<file path="config.mk">
export PLATFORM = sky130hd
export DESIGN_NAME = imm_ctrl
export DESIGN_NICKNAME = d
export VERILOG_FILES = /design/src/hdl/imm_pkg.sv /design/src/hdl/imm_ctrl.sv
export SDC_FILE = /design/constraint.sdc
export NUM_CORES = 1
export LEC_CHECK = 0
export BUFFER_PORTS_ARGS = -buffer_cell sky130_fd_sc_hd__buf_2
export CAP_MARGIN = 20
export CORE_ASPECT_RATIO = 0.75
export CORE_UTILIZATION = 55
export DETAILED_ROUTE_END_ITERATION = 16
export PLACE_DENSITY = 0.75
export SLEW_MARGIN = 40
export SYNTH_ARGS = -nofsm -noshare
export SYNTH_HDL_FRONTEND = slang
export SYNTH_SLANG_ARGS = --single-unit
export TNS_END_PERCENT = 50
</file>
<file path="constraint.sdc">
create_clock -name clk -period 3.2 [get_ports clk]
set_input_delay 0.64 -clock clk [delete_from_list [all_inputs] [get_ports clk]]
set_output_delay 0.64 -clock clk [all_outputs]
set_load 0.05 [all_outputs]
</file>
<file path="src/hdl/imm_pkg.sv">
package imm_pkg;

    // Dimensions and widths
    localparam int MAX_DIM   = 8;
    localparam int DIM_W     = $clog2(MAX_DIM);
    localparam int ADDR_W    = 2 * DIM_W;
    localparam int CELLS     = MAX_DIM * MAX_DIM;
    localparam int DATA_W    = 32;
    localparam int CFG_W     = 4;
    localparam int CFG_IDX_W = 2;
    localparam int MODE_W    = 2;

    localparam logic [CFG_W-1:0] DIM_RESET = CFG_W'(MAX_DIM);

    // Request modes
    localparam logic [MODE_W-1:0] MODE_LOAD_A  = 2'd0;
    localparam logic [MODE_W-1:0] MODE_LOAD_B  = 2'd1;
    localparam logic [MODE_W-1:0] MODE_COMPUTE = 2'd2;

    // Configuration register indexes
    localparam logic [CFG_IDX_W-1:0] REG_ROW_COUNT   = 2'd0;
    localparam logic [CFG_IDX_W-1:0] REG_INNER_COUNT = 2'd1;
    localparam logic [CFG_IDX_W-1:0] REG_COL_COUNT   = 2'd2;

    typedef enum logic [1:0] {
        ST_IDLE,
        ST_READ,
        ST_WAIT
    } ctrl_state_t;

    // Controller to datapath commands
    typedef struct packed {
        logic             wr_a;
        logic             wr_b;
        logic             rd_en;
        logic [DIM_W-1:0] row;
        logic [DIM_W-1:0] col;
        logic [DIM_W-1:0] k;
        logic             first;
        logic             last_k;
        logic             load_out;
        logic             out_last;
    } dp_cmd_t;

    // Datapath to controller status
    typedef struct packed {
        logic acc_done;
        logic out_full;
    } dp_status_t;

    // Saturate a dimension register and return its last index
    function automatic logic [DIM_W-1:0] eff_last(input logic [CFG_W-1:0] raw);
        logic [CFG_W-1:0] m1;
        m1 = raw - CFG_W'(1);
        if (raw == '0)
            return '0;
        else if (raw > CFG_W'(MAX_DIM))
            return DIM_W'(MAX_DIM - 1);
        else
            return m1[DIM_W-1:0];
    endfunction

endpackage

</file>
<file path="src/hdl/imm_ctrl.sv">
module imm_ctrl
    import imm_pkg::*;
(
    input  logic                 clk,
    input  logic                 rst_n,
    input  logic                 cfg_write,
    input  logic [CFG_IDX_W-1:0] cfg_index,
    input  logic [CFG_W-1:0]     cfg_data,
    input  logic                 in_valid,
    output logic                 in_ready,
    input  logic [MODE_W-1:0]    mode,
    input  logic                 out_ready,
    input  dp_status_t           status,
    output dp_cmd_t              cmd
);

    ctrl_state_t      state_reg, state_next;
    logic [CFG_W-1:0] row_cfg_reg, inner_cfg_reg, col_cfg_reg;
    logic [DIM_W-1:0] r_reg, r_next;
    logic [DIM_W-1:0] c_reg, c_next;
    logic [DIM_W-1:0] k_reg, k_next;
    logic [DIM_W-1:0] row_last, inner_last, col_last;
    logic             accept;
    logic             elem_last;

    // Configuration registers
    always_ff @(posedge clk or negedge rst_n)
    begin
        if (!rst_n)
        begin
            row_cfg_reg   <= DIM_RESET;
            inner_cfg_reg <= DIM_RESET;
            col_cfg_reg   <= DIM_RESET;
        end
        else if (cfg_write)
        begin
            unique case (cfg_index)
                REG_ROW_COUNT:   row_cfg_reg   <= cfg_data;
                REG_INNER_COUNT: inner_cfg_reg <= cfg_data;
                REG_COL_COUNT:   col_cfg_reg   <= cfg_data;
                default:         ;
            endcase
        end
    end

    assign row_last   = eff_last(row_cfg_reg);
    assign inner_last = eff_last(inner_cfg_reg);
    assign col_last   = eff_last(col_cfg_reg);

    assign accept    = in_valid && in_ready;
    assign elem_last = (r_reg == row_last) && (c_reg == col_last);

    // State and counters
    always_ff @(posedge clk or negedge rst_n)
    begin
        if (!rst_n)
        begin
            state_reg <= ST_IDLE;
            r_reg     <= '0;
            c_reg     <= '0;
            k_reg     <= '0;
        end
        else
        begin
            state_reg <= state_next;
            r_reg     <= r_next;
            c_reg     <= c_next;
            k_reg     <= k_next;
        end
    end

    // Next state and commands
    always_comb
    begin
        state_next   = state_reg;
        r_next       = r_reg;
        c_next       = c_reg;
        k_next       = k_reg;
        in_ready     = 1'b0;
        cmd          = '0;
        cmd.row      = r_reg;
        cmd.col      = c_reg;
        cmd.k        = k_reg;
        cmd.first    = 1'b0;
        cmd.last_k   = 1'b0;
        cmd.out_last = elem_last;

        unique case (state_reg)
            ST_IDLE:
            begin
                in_ready   = 1'b1;
                cmd.wr_a   = accept && (mode == MODE_LOAD_A);
                cmd.wr_b   = accept && (mode == MODE_LOAD_B);
                if (accept && (mode == MODE_COMPUTE))
                begin
                    r_next     = '0;
                    c_next     = '0;
                    k_next     = '0;
                    state_next = ST_READ;
                end
            end

            // Issue one store read per inner step
            ST_READ:
            begin
                cmd.rd_en  = 1'b1;
                cmd.first  = (k_reg == '0);
                cmd.last_k = (k_reg == inner_last);
                if (k_reg == inner_last)
                begin
                    k_next     = '0;
                    state_next = ST_WAIT;
                end
                else
                begin
                    k_next = k_reg + DIM_W'(1);
                end
            end

            // Move the sum out once the output register is free
            ST_WAIT:
            begin
                if (status.acc_done && (!status.out_full || out_ready))
                begin
                    cmd.load_out = 1'b1;
                    if (elem_last)
                    begin
                        state_next = ST_IDLE;
                    end
                    else
                    begin
                        state_next = ST_READ;
                        if (c_reg == col_last)
                        begin
                            c_next = '0;
                            r_next = r_reg + DIM_W'(1);
                        end
                        else
                        begin
                            c_next = c_reg + DIM_W'(1);
                        end
                    end
                end
            end

            default:
            begin
                state_next = ST_IDLE;
            end
        endcase
    end

endmodule

</file>
# [Word-level counts from Yosys, hierarchy flattened]
# Index checks and enable logic that the tools add are counted.
[totals] word_cells=82 ff_bits=23 output_inout_bits=17
[op_classes] n_eq_ne=14 reduce_logical=24 muxes=28 n_lt_le_gt_ge=3 addsub=6
[ops] operator="$mux 3" count=14
[ops] operator="$pmux 3 s2" count=3
[ops] operator="$gt 4x4->1 const B" count=3
[ops] operator="$logic_not 4->1" count=3
[ops] operator="$mux 2" count=5
[ops] operator="$ne 2x2->1 const B" count=5
[ops] operator="$add 3x1->3 const B" count=3
[ops] operator="$eq 3x3->1" count=3
[ops] operator="$sub 3x1->3 const B" count=3
[ops] operator="$reduce_and 2->1" count=4
[ops] operator="$eq 2x1->1 const B" count=3
[ops] operator="$eq 2x2->1 const B" count=3
[ops] operator="$logic_and 1x1->1" count=6
[ops] operator="$logic_not 2->1" count=3
[ops] operator="$pmux 2 s3" count=1
[ops] operator="$mux 1" count=5
[ops] operator="$reduce_and 5->1" count=1
[ops] operator="$reduce_and 4->1" count=1
[ops] operator="$reduce_bool 2->1" count=2
[ops] operator="$logic_not 3->1" count=1
[ops] operator="$reduce_and 3->1" count=1
[ops] operator="$logic_not 1->1" count=1
[ops] operator="$logic_or 1x1->1" count=1

# [Depth between registers and ports, before layout]
[depth] word_depth=8 depth_mapped=8 ltp_nobuf=8

# [Least setup slack after synthesis]
# OpenSTA, ideal clock, no wires.
[synth_path] kind="register to output" startpoint="register k_reg[2]" endpoint="output port cmd[2] in the netlist's numbering" required_time_ps=2560 t_arrival_ps=2778 setup_slack_ps=-218 n_path_buf=1 path_stages_with_launch=6 cell_sequence="dfrtp_1 > clkbuf_1 > nand2_1 > o21ai_0 > nor3_1 > nor4_1"
[synth_rtl] element="start, declared" line_no="imm_ctrl.sv:21" text="logic [DIM_W-1:0] k_reg, k_next;"
[synth_rtl] element="start signal, assigned" line_no="imm_ctrl.sv:68" text="k_reg <= k_next;"
[synth_rtl] element="end, declared" line_no="imm_ctrl.sv:14" text="output dp_cmd_t cmd"

==> impl_metrics.ini <==
[run_status]
status = completed

[finish]
instances_no_fill = 241
multi_input_comb_area_sq_um = 977
register_area_sq_um = 579
post_route_cells_drive_above_1_share_pct = 28.3
area_growth_pct = 14.0
fillers = 230
antenna_cells = 0
final_net_count = 228

[clock_network]
cts_hold_buf = 0
path_clk_slew_ns = 0.09
post_cts_buffers = 0
clockBufferDepth = 2
cts_root_buf = clkbuf_8
clock-sinks = 23
cts_max_level = 1
cts_buffers = 3
insertion_delay_ns = 0.27
cts_tree = built

[floorplanning]
die_y_microns = 49.4
die_w_microns = 65.2
start_util_pct = 60.6
die_area_sq_um = 3220
rows = 16
ios = 32
core_sq_um = 2720

[routing]
post_drt_wl_per_cell_microns = 14.8
first_iter_violations = 94
wl_mm = 3.57
drc = 0
dr.pass1.iters = 4
vias = 1425
vias_per_cell = 5.91
postRouteAntennaNets = 0

[power_and_ir_drop]
p_leak_nw = 0.887
p_per_area_nw_per_um2 = 764
pwr-share-clk_pct = 12.8
vdd_drop_max_mv = 0.375
swShare_pct = 49.3
pwr-share-comb_pct = 55.1
p_int_mw = 0.729
p_switching_mw = 0.708
seqPwrFrac_pct = 32.1

[logic_synthesis]
synth_area_sq_um = 1650
yosysSeqAreaShare_pct = 35.1
yosys_warnings = 0
synthDistinctLibCells = 53
yosys_most_used_dff = dfrtp_1
synthesis.instances = 175
async_reset_ff_share_pct = 100
syn-num-nets = 197
synth-edff-count = 0
syn_avg_cell_area_sq_um = 9.42
synth_seq_cells = 23

[sta]
maxSlewHeadroom_pct = 50.9
finalHoldViolations = 0
tightestPinTransition_ns = 0.735
final.setup.tns_ns = 0
slew_viol_final = 0
min_period_over_period_pct = 94.9
fin_crit_ns = 3.04
rsz0062_at_grt = false
fmax_mhz = 329
finClkSkew_ns = 0.00625
finalSetupViolations = 0

[setup_path]
regToRegSetupSlack_ns = 0.75
required_ns = 2.56
critical-path-top-delay-family = simple AND/OR/NAND/NOR gates
r2r-end = c_reg[0]
crit_slowest_cell = or4_1
r2r_start = row_cfg_reg[0]
crit_chain = inv_1, ha_1, or4_1, a41o_1, o211ai_2, nand3_1, nor2_1, buf_4
r2r_cells = 8
cp-end-kind = primary output
path_buf_inv = 2
worstSetupPathType = reg -> out
cp.arrival_ns = 2.40
cpPeakStageDelay_ns = 0.56
crit_path_start_kind = register
crit_fanout = 8

[global_route]
antenna_found_initial = 0
overflow = 0
grt_pass1_wl_mm = 6.20
grt_max_degree = 24
grtUsageTotal_pct = 25.1
grt_pass1_vias = 1356

[placed_design]
numPortBuffers = 31
gp_congestion = 0.823
placedCellCount = 237
dp_hpwl_mm = 2.80

[min_path]
min_path_type = in -> async

[job]
maxCapViolations = 0
==> cell usage in the layout, fill, tap and decap left out, types with 3 or more instances in the layout <==
cell type,n
a21oi_1,4
a31oi_1,3
buf_2,30
clkbuf_8,3
dfrtp_1,20
dfstp_2,3
ha_1,7
inv_1,19
mux2_2,10
nand2_1,14
nand2b_1,7
nand3_1,3
nand3b_1,3
nand4b_1,3
nor2_1,7
nor2b_1,5
nor3_1,3
nor3b_1,5
o21ai_0,6
or4_1,3
==> final cells by class <==
cell class              count  area share, %
well taps                  36           2.40
flip-flops and latches     23           30.8
repair buffers             31           8.39
multi-input cells         128           52.0
inverters                  19           3.79
clock inverters             1          0.399
clock buffers               3           2.20
==> stage by stage <==
stage	area (sq um)	worst slack, ns	utilization [%]	power, mW	hold WS (ns)
finish	1880	0.163	69.0	1.44	0.328
floorplan	1660	0.0654	-	1.09	0.344
detailed placement	1830	0.427	67.1	1.25	0.493
global placement	1830	0.535	67.1	1.22	0.493
global route	1880	0.00906	69.0	1.54	0.372
CTS	1880	0.107	68.9	1.44	0.349
==> power by group through the flow <==
stage	logic, mW	registers, mW	clock network, mW
after global placement	0.762	0.457	0
after floorplan	0.553	0.539	0
final	0.791	0.461	0.184
after detailed placement	0.786	0.467	0
after CTS	0.792	0.460	0.191
after global routing	0.860	0.476	0.200
==> synthesized netlist by cell type (3+ instances only) <==
master	count	area, sq um
nand4b_1	3	26.3
nand3b_1	3	22.5
nor4_1	3	18.8
nand2_1	14	52.6
nor3_1	3	15.0
nor2b_1	5	31.3
nor3b_1	5	37.5
dfrtp_1	20	500
o21ai_0	6	30.0
nand3_1	3	15.0
nor2_1	7	26.3
a21oi_1	4	20.0
or4_1	3	22.5
nand2b_1	7	43.8
inv_1	19	71.3
a31oi_1	3	18.8
dfstp_2	3	78.8
mux2_2	10	113
ha_1	7	87.6
==> cells by family (layout without fill, tap and decap cells) <==
family / Yosys count / in the layout / share of synthesized area, %
AND/OR/NAND/NOR: 69 / 69 / 25.9
AO/OA/AOI/OAI: 34 / 34 / 14.9
buffers and inverters: 24 / 54 / 5.99
flip-flops: 23 / 23 / 35.1
multiplexers: 12 / 12 / 8.04
adder cells (fa/ha/maj): 10 / 10 / 7.28
XOR/XNOR: 3 / 3 / 2.73
==> how the worst max path moves through the flow <==
stage	startpoint	to	cells after the start
finish	row_cfg_reg[0]	cmd[0]	8
global route	row_cfg_reg[0]	cmd[0]	8
CTS	row_cfg_reg[0]	cmd[0]	8
detailed placement	row_cfg_reg[0]	cmd[0]	8
global placement	row_cfg_reg[0]	cmd[0]	8
floorplan	state_reg[0]	cmd[14]	3
==> layer usage <==
metal  share of wire (%)  wire (microns)  track usage, %  vias up
li1                    -               -               -      697
met1                  45            1590            32.7      674
met2                  48            1710            41.9       47
met3                 6.1             219            5.37        7
met4                 1.2              44            6.52        0
met5                   0               0               0        -
==> what timing repair did <==
item                                   4_1_cts  5_1_grt
setup endpoints to repair                    0        1
endpoints found under the hold margin        0        0
resized for setup                            0        2
(Power assumes the default switching activity.)
