File: src/hdl/imm_pkg.sv
package imm_pkg;

    // Dimensions and widths
    localparam int MAX_DIM   = 8;
    localparam int DIM_W     = $clog2(MAX_DIM);
    localparam int ADDR_W    = 2 * DIM_W;
    localparam int CELLS     = MAX_DIM * MAX_DIM;
    localparam int DATA_W    = 32;
    localparam int CFG_W     = 4;
    localparam int CFG_IDX_W = 2;
    localparam int MODE_W    = 2;

    localparam logic [CFG_W-1:0] DIM_RESET = CFG_W'(MAX_DIM);

    // Request modes
    localparam logic [MODE_W-1:0] MODE_LOAD_A  = 2'd0;
    localparam logic [MODE_W-1:0] MODE_LOAD_B  = 2'd1;
    localparam logic [MODE_W-1:0] MODE_COMPUTE = 2'd2;

    // Configuration register indexes
    localparam logic [CFG_IDX_W-1:0] REG_ROW_COUNT   = 2'd0;
    localparam logic [CFG_IDX_W-1:0] REG_INNER_COUNT = 2'd1;
    localparam logic [CFG_IDX_W-1:0] REG_COL_COUNT   = 2'd2;

    typedef enum logic [1:0] {
        ST_IDLE,
        ST_READ,
        ST_WAIT
    } ctrl_state_t;

    // Controller to datapath commands
    typedef struct packed {
        logic             wr_a;
        logic             wr_b;
        logic             rd_en;
        logic [DIM_W-1:0] row;
        logic [DIM_W-1:0] col;
        logic [DIM_W-1:0] k;
        logic             first;
        logic             last_k;
        logic             load_out;
        logic             out_last;
    } dp_cmd_t;

    // Datapath to controller status
    typedef struct packed {
        logic acc_done;
        logic out_full;
    } dp_status_t;

    // Saturate a dimension register and return its last index
    function automatic logic [DIM_W-1:0] eff_last(input logic [CFG_W-1:0] raw);
        logic [CFG_W-1:0] m1;
        m1 = raw - CFG_W'(1);
        if (raw == '0)
            return '0;
        else if (raw > CFG_W'(MAX_DIM))
            return DIM_W'(MAX_DIM - 1);
        else
            return m1[DIM_W-1:0];
    endfunction

endpackage

File: src/hdl/imm_ram.sv
module imm_ram #(
    parameter int WIDTH = 32,
    parameter int DEPTH = 64
) (
    input  logic                     clk,
    input  logic                     we,
    input  logic [$clog2(DEPTH)-1:0] waddr,
    input  logic [WIDTH-1:0]         wdata,
    input  logic                     re,
    input  logic [$clog2(DEPTH)-1:0] raddr,
    output logic [WIDTH-1:0]         rdata
);

    logic [WIDTH-1:0] mem [DEPTH];

    // Write port
    always_ff @(posedge clk)
    begin
        if (we)
            mem[waddr] <= wdata;
    end

    // Registered read port
    always_ff @(posedge clk)
    begin
        if (re)
            rdata <= mem[raddr];
    end

endmodule

File: src/hdl/imm_datapath.sv
module imm_datapath
    import imm_pkg::*;
(
    input  logic               clk,
    input  logic               rst_n,
    input  dp_cmd_t            cmd,
    output dp_status_t         status,
    input  logic [DIM_W-1:0]   row_index,
    input  logic [DIM_W-1:0]   col_index,
    input  logic [DATA_W-1:0]  element_value,
    input  logic               out_ready,
    output logic               out_valid,
    output logic [DIM_W-1:0]   out_row,
    output logic [DIM_W-1:0]   out_col,
    output logic [DATA_W-1:0]  product_value,
    output logic               last
);

    logic [ADDR_W-1:0] waddr;
    logic [ADDR_W-1:0] a_raddr;
    logic [ADDR_W-1:0] b_raddr;
    logic [DATA_W-1:0] a_rdata;
    logic [DATA_W-1:0] b_rdata;

    logic              s1_vld_reg, s1_first_reg, s1_last_reg;
    logic              s2_vld_reg, s2_first_reg, s2_last_reg;
    logic [DATA_W-1:0] prod_reg, prod_next;
    logic [DATA_W-1:0] acc_reg, acc_next;
    logic              acc_done_reg;
    logic              out_vld_reg;
    logic [DIM_W-1:0]  out_row_reg, out_col_reg;
    logic [DATA_W-1:0] out_val_reg;
    logic              out_last_reg;

    // Row-major addressing into both stores
    assign waddr   = {row_index, col_index};
    assign a_raddr = {cmd.row, cmd.k};
    assign b_raddr = {cmd.k, cmd.col};

    imm_ram #(.WIDTH(DATA_W), .DEPTH(CELLS)) u_a_store (
        .clk   (clk),
        .we    (cmd.wr_a),
        .waddr (waddr),
        .wdata (element_value),
        .re    (cmd.rd_en),
        .raddr (a_raddr),
        .rdata (a_rdata)
    );

    imm_ram #(.WIDTH(DATA_W), .DEPTH(CELLS)) u_b_store (
        .clk   (clk),
        .we    (cmd.wr_b),
        .waddr (waddr),
        .wdata (element_value),
        .re    (cmd.rd_en),
        .raddr (b_raddr),
        .rdata (b_rdata)
    );

    // Low word of the product is the same for signed and unsigned operands
    assign prod_next = a_rdata * b_rdata;
    assign acc_next  = (s2_first_reg ? '0 : acc_reg) + prod_reg;

    // Advance the read and multiply stage flags
    always_ff @(posedge clk or negedge rst_n)
    begin
        if (!rst_n)
        begin
            s1_vld_reg   <= 1'b0;
            s1_first_reg <= 1'b0;
            s1_last_reg  <= 1'b0;
            s2_vld_reg   <= 1'b0;
            s2_first_reg <= 1'b0;
            s2_last_reg  <= 1'b0;
        end
        else
        begin
            s1_vld_reg   <= cmd.rd_en;
            s1_first_reg <= cmd.first;
            s1_last_reg  <= cmd.last_k;
            s2_vld_reg   <= s1_vld_reg;
            s2_first_reg <= s1_first_reg;
            s2_last_reg  <= s1_last_reg;
        end
    end

    // Multiply and accumulate
    always_ff @(posedge clk)
    begin
        if (s1_vld_reg)
            prod_reg <= prod_next;
        if (s2_vld_reg)
            acc_reg <= acc_next;
    end

    // Hold the finished sum until it moves to the output register
    always_ff @(posedge clk or negedge rst_n)
    begin
        if (!rst_n)
            acc_done_reg <= 1'b0;
        else if (s2_vld_reg && s2_last_reg)
            acc_done_reg <= 1'b1;
        else if (cmd.load_out)
            acc_done_reg <= 1'b0;
    end

    // Output register: set on load, drop on accept
    always_ff @(posedge clk or negedge rst_n)
    begin
        if (!rst_n)
            out_vld_reg <= 1'b0;
        else if (cmd.load_out)
            out_vld_reg <= 1'b1;
        else if (out_ready)
            out_vld_reg <= 1'b0;
    end

    always_ff @(posedge clk)
    begin
        if (cmd.load_out)
        begin
            out_row_reg  <= cmd.row;
            out_col_reg  <= cmd.col;
            out_val_reg  <= acc_reg;
            out_last_reg <= cmd.out_last;
        end
    end

    assign status.acc_done = acc_done_reg;
    assign status.out_full = out_vld_reg;

    assign out_valid     = out_vld_reg;
    assign out_row       = out_row_reg;
    assign out_col       = out_col_reg;
    assign product_value = out_val_reg;
    assign last          = out_last_reg;

endmodule

File: config.mk
export PLATFORM = sky130hd
export DESIGN_NAME = imm_datapath
export DESIGN_NICKNAME = d
export VERILOG_FILES = /design/src/hdl/imm_pkg.sv /design/src/hdl/imm_ram.sv /design/src/hdl/imm_datapath.sv
export SDC_FILE = /design/constraint.sdc
export NUM_CORES = 2
export LEC_CHECK = 0
export BUFFER_PORTS_ARGS = -buffer_cell sky130_fd_sc_hd__buf_2
export CAP_MARGIN = 40
export CORE_MARGIN = 4
export CORE_UTILIZATION = 30
export CTS_CLUSTER_DIAMETER = 120
export DETAILED_ROUTE_END_ITERATION = 8
export SLEW_MARGIN = 20
export SYNTH_ARGS = -nofsm -noshare
export SYNTH_HDL_FRONTEND = slang
export SYNTH_SLANG_ARGS = --single-unit
File: constraint.sdc
create_clock -name clk -period 7.37 [get_ports clk]
set_input_delay 1.474 -clock clk [delete_from_list [all_inputs] [get_ports clk]]
set_output_delay 1.474 -clock clk [all_outputs]
set_load 0.005 [all_outputs]
### After elaboration in Yosys (flattened, before gate mapping)

Memory sizes are Yosys's and may differ from the RTL's. A register that Yosys moved wholly into a read port is not among the register bits.
Cells that the tools add are included.

| storage, ports and cells | value |
|---|---|
| register bits | 111 |
| bits in latches | 0 |
| RAM bits | 4,096 |
| bits in read-only memories | 0 |
| input port bits | 57 |
| output and inout bits | 42 |
| memories | 2 |

| operators by class | value |
|---|---|
| add/sub/neg operators | 1 |
| $mul | 1 |
| divide/modulo/power cells | 0 |
| magnitude comparators | 0 |
| equality and inequality tests | 0 |
| shift-type cells | 0 |
| mux-type cells | 9 |
| bitwise gates (word level) | 0 |
| reductions and logical operators | 3 |

Memory list:

| memory | words | bits a word | read ports | clocked after Yosys merged registers in | write ports | line | RTL |
|---|---|---|---|---|---|---|---|
| u_a_store.mem | 64 | 32 | 1 | 1 | 1 | imm_ram.sv:14 | `logic [WIDTH-1:0] mem [DEPTH];` |
| u_b_store.mem | 64 | 32 | 1 | 1 | 1 | imm_ram.sv:14 |  |

Operator list:

| operator | count |
|---|---|
| 32-bit adder | 1 |
| 32-bit by 32-bit multiplier with 32-bit output | 1 |
| 32-bit 2-to-1 mux | 1 |
| 1-bit 2-to-1 mux | 8 |
| 2-bit nonzero test | 2 |
| 1-bit logical AND | 1 |

### Logic depth before layout (Yosys ltp)

| logic depth | value |
|---|---|
| depth in word-level cells | 2 |
| gate-level depth with buffers | 26 |
| mapped depth without buffers | 25 |

### By module

From an unflattened synthesis, not the netlist that was laid out.

| second synthesis, totals | value |
|---|---|
| cells, all modules | 8,718 |
| area, all modules | 178,381.1 um^2 |

Modules (own cells, without submodules):

| module | times used | cells an instance | area each (um^2) | sequential area each (um^2) |
|---|---|---|---|---|
| imm_ram | 2 | 3,324 | 78,835.6 | 62,459.9 |
| imm_datapath | 1 | 2,070 | 20,709.9 | 3,293.2 |

### Least setup slack after synthesis

Ideal clock, no wire load.

| timing | value |
|---|---|
| path kind | register to register |
| start point | reg u_b_store.rdata[2], read port of u_b_store.mem |
| end point | reg prod_reg[30], data pin |
| library setup time | 258 ps |
| data arrival time | 6,453 ps |
| required time | 7,112 ps |
| slack | 659 ps |
| cell stages (with the launch flop) | 24 |
| path buffers | 2 |
| period minus slack after synthesis | 6,711 ps |
| cells stage by stage | edfxtp_1 > clkbuf_1 > clkbuf_1 > and2_1 > fa_1 > inv_1 > fa_1 > fa_1 > fa_1 > inv_1 > ha_1 > ha_1 > fa_1 > fa_1 > ha_1 > a21o_1 > a211o_1 > a2111oi_4 > a21oi_1 > a211oi_2 > a21oi_2 > a211o_1 > a21oi_2 > xnor2_1 |

| between the ends | value |
|---|---|
| cells in the longest elaborated chain, start to end | 1 |

RTL lines:

| what | line | RTL |
|---|---|---|
| start: declaration | imm_ram.sv:11 | `output logic [WIDTH-1:0] rdata` |
| 32-bit by 32-bit multiplier with 32-bit output | imm_datapath.sv:61 | `assign prod_next = a_rdata * b_rdata;` |
| net prod_next[30] | imm_datapath.sv:27 | `logic [DATA_W-1:0] prod_reg, prod_next;` |
| end signal: assignment | imm_datapath.sv:91 | `prod_reg <= prod_next;` |
| end: declaration | imm_datapath.sv:27 |  |

The timed path passes the listed nets, and every way through them passes these cells.
A chain may end at the register's enable or synchronous reset.

### Worst setup path after layout

| timing | value |
|---|---|
| start point | reg u_b_store.rdata[18], read port of u_b_store.mem |
| end point | reg prod_reg[31], data pin |

Same word-level chain as after synthesis.

==> impl_metrics.toml <==
[clocking]
cts_tree = "yes"
cts.path.max_buffers = 4
htree_levels = 5
post_cts_buffers = 0
clkLatencyLatePin_ns = 1.03
cts_hold_buf = 0
cts_resized = 0
cts-root-buf = "clkbuf_16"
clk_pin_slew_ns = 0.06
cts_buffers = 401
cts_sinks = 4271

[floorplanning]
dieHeight_um = 778
core_area_sq_um = 591000
fp-row-count = 282
start_util_pct = 30.1
ios = 99
die_width_um = 778
die_area_sq_um = 606000

[power]
power.density_nw_per_um2 = 414
ir_worst_vdd_v = 0.00227
p_total_mw = 84.8
power.leakage_nw = 65.1

[synth]
synth_edf_count = 4263
syn_nets = 8703
synth_area_leaders = "edfxtp_1 (72%), mux4_2 (17%), fa_1 (4.6%), and2_1 (1.1%), ha_1 (1.1%)"
async_reset_ff_share_pct = 0.187
avgSynthCellArea_sq_um = 22.0
syn_inst = 8083
yosys.area.top_type = "edfxtp_1"
ys.flop_type = "edfxtp_1"
ys_seq_elements = 4271
synth.distinct_cells = 59
ys_seq_area_share_pct = 72.0
syn-cell-area_sq_um = 178000
synth_warnings = 0
yosysTopAreaCellShare_pct = 71.9

[detailed_routing]
dr.pass1.iters = 5
wl_met3_mm = 41.8
via_count = 84820
dr_wl_met2_mm = 230
via_per_inst = 5.07
m1WireLength_mm = 188
ant_nets = 0
drt_iter0_markers = 9844
avgRoutedWirePerCell_um = 28.4
drc_errors = 0
top_layer_used = "met5"
routed_wl_mm = 475

[placement]
hpwl_mm = 291
gp_congestion = 0.835
dp_slack_ns = 0.262
io_buffers = 98
placement.cell_area_sq_um = 191000

[timing]
worst_slew_pin_slew_ns = 1.07
worst_slack_ns = 0.280
setup_viol = 0
rsz0062_at_grt = "no"
max-slew-margin-rel_pct = 28.6
timing.final.crit_share_pct = 96.2
hold_viol = 0
period_minus_slack_ns = 7.09
setup_tns_ns = 0
maxSlewViolCount = 0
skew_ns = 0.131
fmax_mhz = 141

[layout]
postLayoutCoreUtil_pct = 34.7
largestRegisters = "u_a_store.mem: 2048 flops, u_b_store.mem: 2048 flops"
final_area_sq_um = 205000
nNetsFinal = 9171
area_growth_pct = 15.0
fillerInstances = 54205
drive_gt1_share_pct = 28.1

[critical_path]
critPathRequiredTime_ns = 8.03
arrival_ns = 7.75
crit_path_end_kind = "register"
path_class = "register to register"
cpLargestDelayFamily = "adder cells"
path_cells = "nand2_1 -> fa_1 -> inv_1 -> fa_1 -> inv_1 -> fa_1 -> inv_1 -> fa_1 -> inv_1 -> fa_1 -> fa_1 -> fa_1 -> fa_1 -> xnor2_1 -> xnor2_1 -> xnor2_1 -> xnor2_1 -> xnor2_1 -> xnor2_1 -> xnor2_1 -> xnor2_1"
path_buf_inv = 4
slowest_delay_ns = 0.83
start_kind = "register"
critPathSlowestCell = "edfxtp_1"
crit_fanout = 14

[job]
drv_cap = 0

[global_route]
overflow = 0
antenna_found_initial = 63
grt_pass1_wl_mm = 672
first_global_vias = 88147
grt_max_degree = 103
grtUsageTotal_pct = 15.4

[hold_path]
hp-class = "register to register"

[outcome]
status = "completed"
## kinds of logic after synthesis
| kind of cell | synth area share (%) |
|---|---|
| muxes | 17.0 |
| adders and majority gates | 5.68 |
| DFF | 72.0 |
| xor gates and xnor gates | 0.556 |
| buffers and inverters | 1.81 |
| and+or+nand+nor | 2.33 |
| AOI/OAI and AO/OA | 0.604 |
## area by class of cell
type | count | area, sq um | area share (%)
Antenna cell | 43 | 108 | 0.0525
Clock buffer | 502 | 10500 | 5.11
Clock inverter | 234 | 2330 | 1.14
Inverter | 383 | 1440 | 0.702
Multi-Input combinational cell | 3021 | 47600 | 23.2
Sequential cell | 4271 | 128000 | 62.6
Tap cell | 7810 | 9770 | 4.77
Timing Repair Buffer | 473 | 4930 | 2.41
## final timing paths
check / startpoint / end / slack, ns / cells past startpoint
min in group asynchronous: rst_n / s2_vld_reg / 0.38 / 1
setup reg to reg: u_b_store.rdata[18] / prod_reg[31] / 0.28 / 21
max in group asynchronous: rst_n / out_valid / 6.83 / 1
setup / recovery: u_b_store.rdata[18] / prod_reg[31] / 0.28 / 21
hold / removal: s1_last_reg / s2_last_reg / 0.36 / 0
hold reg to reg: s1_last_reg / s2_last_reg / 0.36 / 0
## cells in the final DEF, fill, tap and decap left out, types with 13 or more instances in the layout
| master | n |
|---|---|
| clkinv_16 | 16 |
| buf_16 | 35 |
| buf_2 | 57 |
| clkbuf_1 | 99 |
| o21ai_0 | 20 |
| nand2_1 | 261 |
| nand3_1 | 17 |
| buf_8 | 13 |
| a21o_1 | 24 |
| bufinv_16 | 28 |
| clkinv_2 | 61 |
| diode_2 | 43 |
| clkinv_1 | 105 |
| and2_1 | 310 |
| nor2_1 | 28 |
| fa_1 | 409 |
| buf_12 | 56 |
| xnor2_1 | 83 |
| inv_1 | 383 |
| nor2b_1 | 40 |
| clkbuf_16 | 403 |
| buf_4 | 305 |
| edfxtp_1 | 4263 |
| ha_1 | 154 |
| xor2_1 | 30 |
| nor2_4 | 128 |
| mux4_2 | 1333 |
| a21oi_1 | 47 |
## Yosys cell counts (20+ instances only)
cell type and instances:
a21o_1 24, a21oi_1 47, and2_1 310, buf_1 38
buf_2 101, buf_4 22, clkbuf_1 242, edfxtp_1 4263
fa_1 409, ha_1 154, inv_1 383, mux4_2 1333
nand2_1 262, nor2_1 156, nor2b_1 40, o21ai_0 20
xnor2_1 83, xor2_1 30
## per-layer routing
layer,track usage [%],vias to the layer above
li1,-,33787
met1,20.8,46477
met2,25.2,3779
met3,3.27,739
met4,4.44,38
met5,0,-
## report_power, final
group / total (mW) / switching [mW] / internal, mW
clock: 20.3 / 9.16 / 11.1
combinational: 35.5 / 19.1 / 16.4
sequential: 29.0 / 0.220 / 28.8
total: 84.8 / 28.5 / 56.3
## metrics by stage
step / cells / hold slack, ns
5_1_grt: 16699 / 0.346
4_1_cts: 16668 / 0.299
6_report: 16737 / 0.365
2_1_floorplan: 8083 / 0.331
3_5_place_dp: 15932 / 0.352
3_3_place_gp: 15891 / 0.344
## worst register-to-register path, cell delays in order, from the launching register on
cell      delay, ns
edfxtp_1       0.83
nand2_1        0.18
fa_1           0.55
inv_1          0.06
fa_1           0.53
inv_1          0.05
fa_1           0.50
inv_1          0.05
fa_1           0.54
inv_1          0.05
fa_1           0.40
fa_1           0.55
fa_1           0.43
fa_1           0.42
xnor2_1        0.20
xnor2_1        0.16
xnor2_1        0.16
xnor2_1        0.16
xnor2_1        0.16
xnor2_1        0.13
xnor2_1        0.56
xnor2_1        0.15
Power figures use the tool's default switching activity.
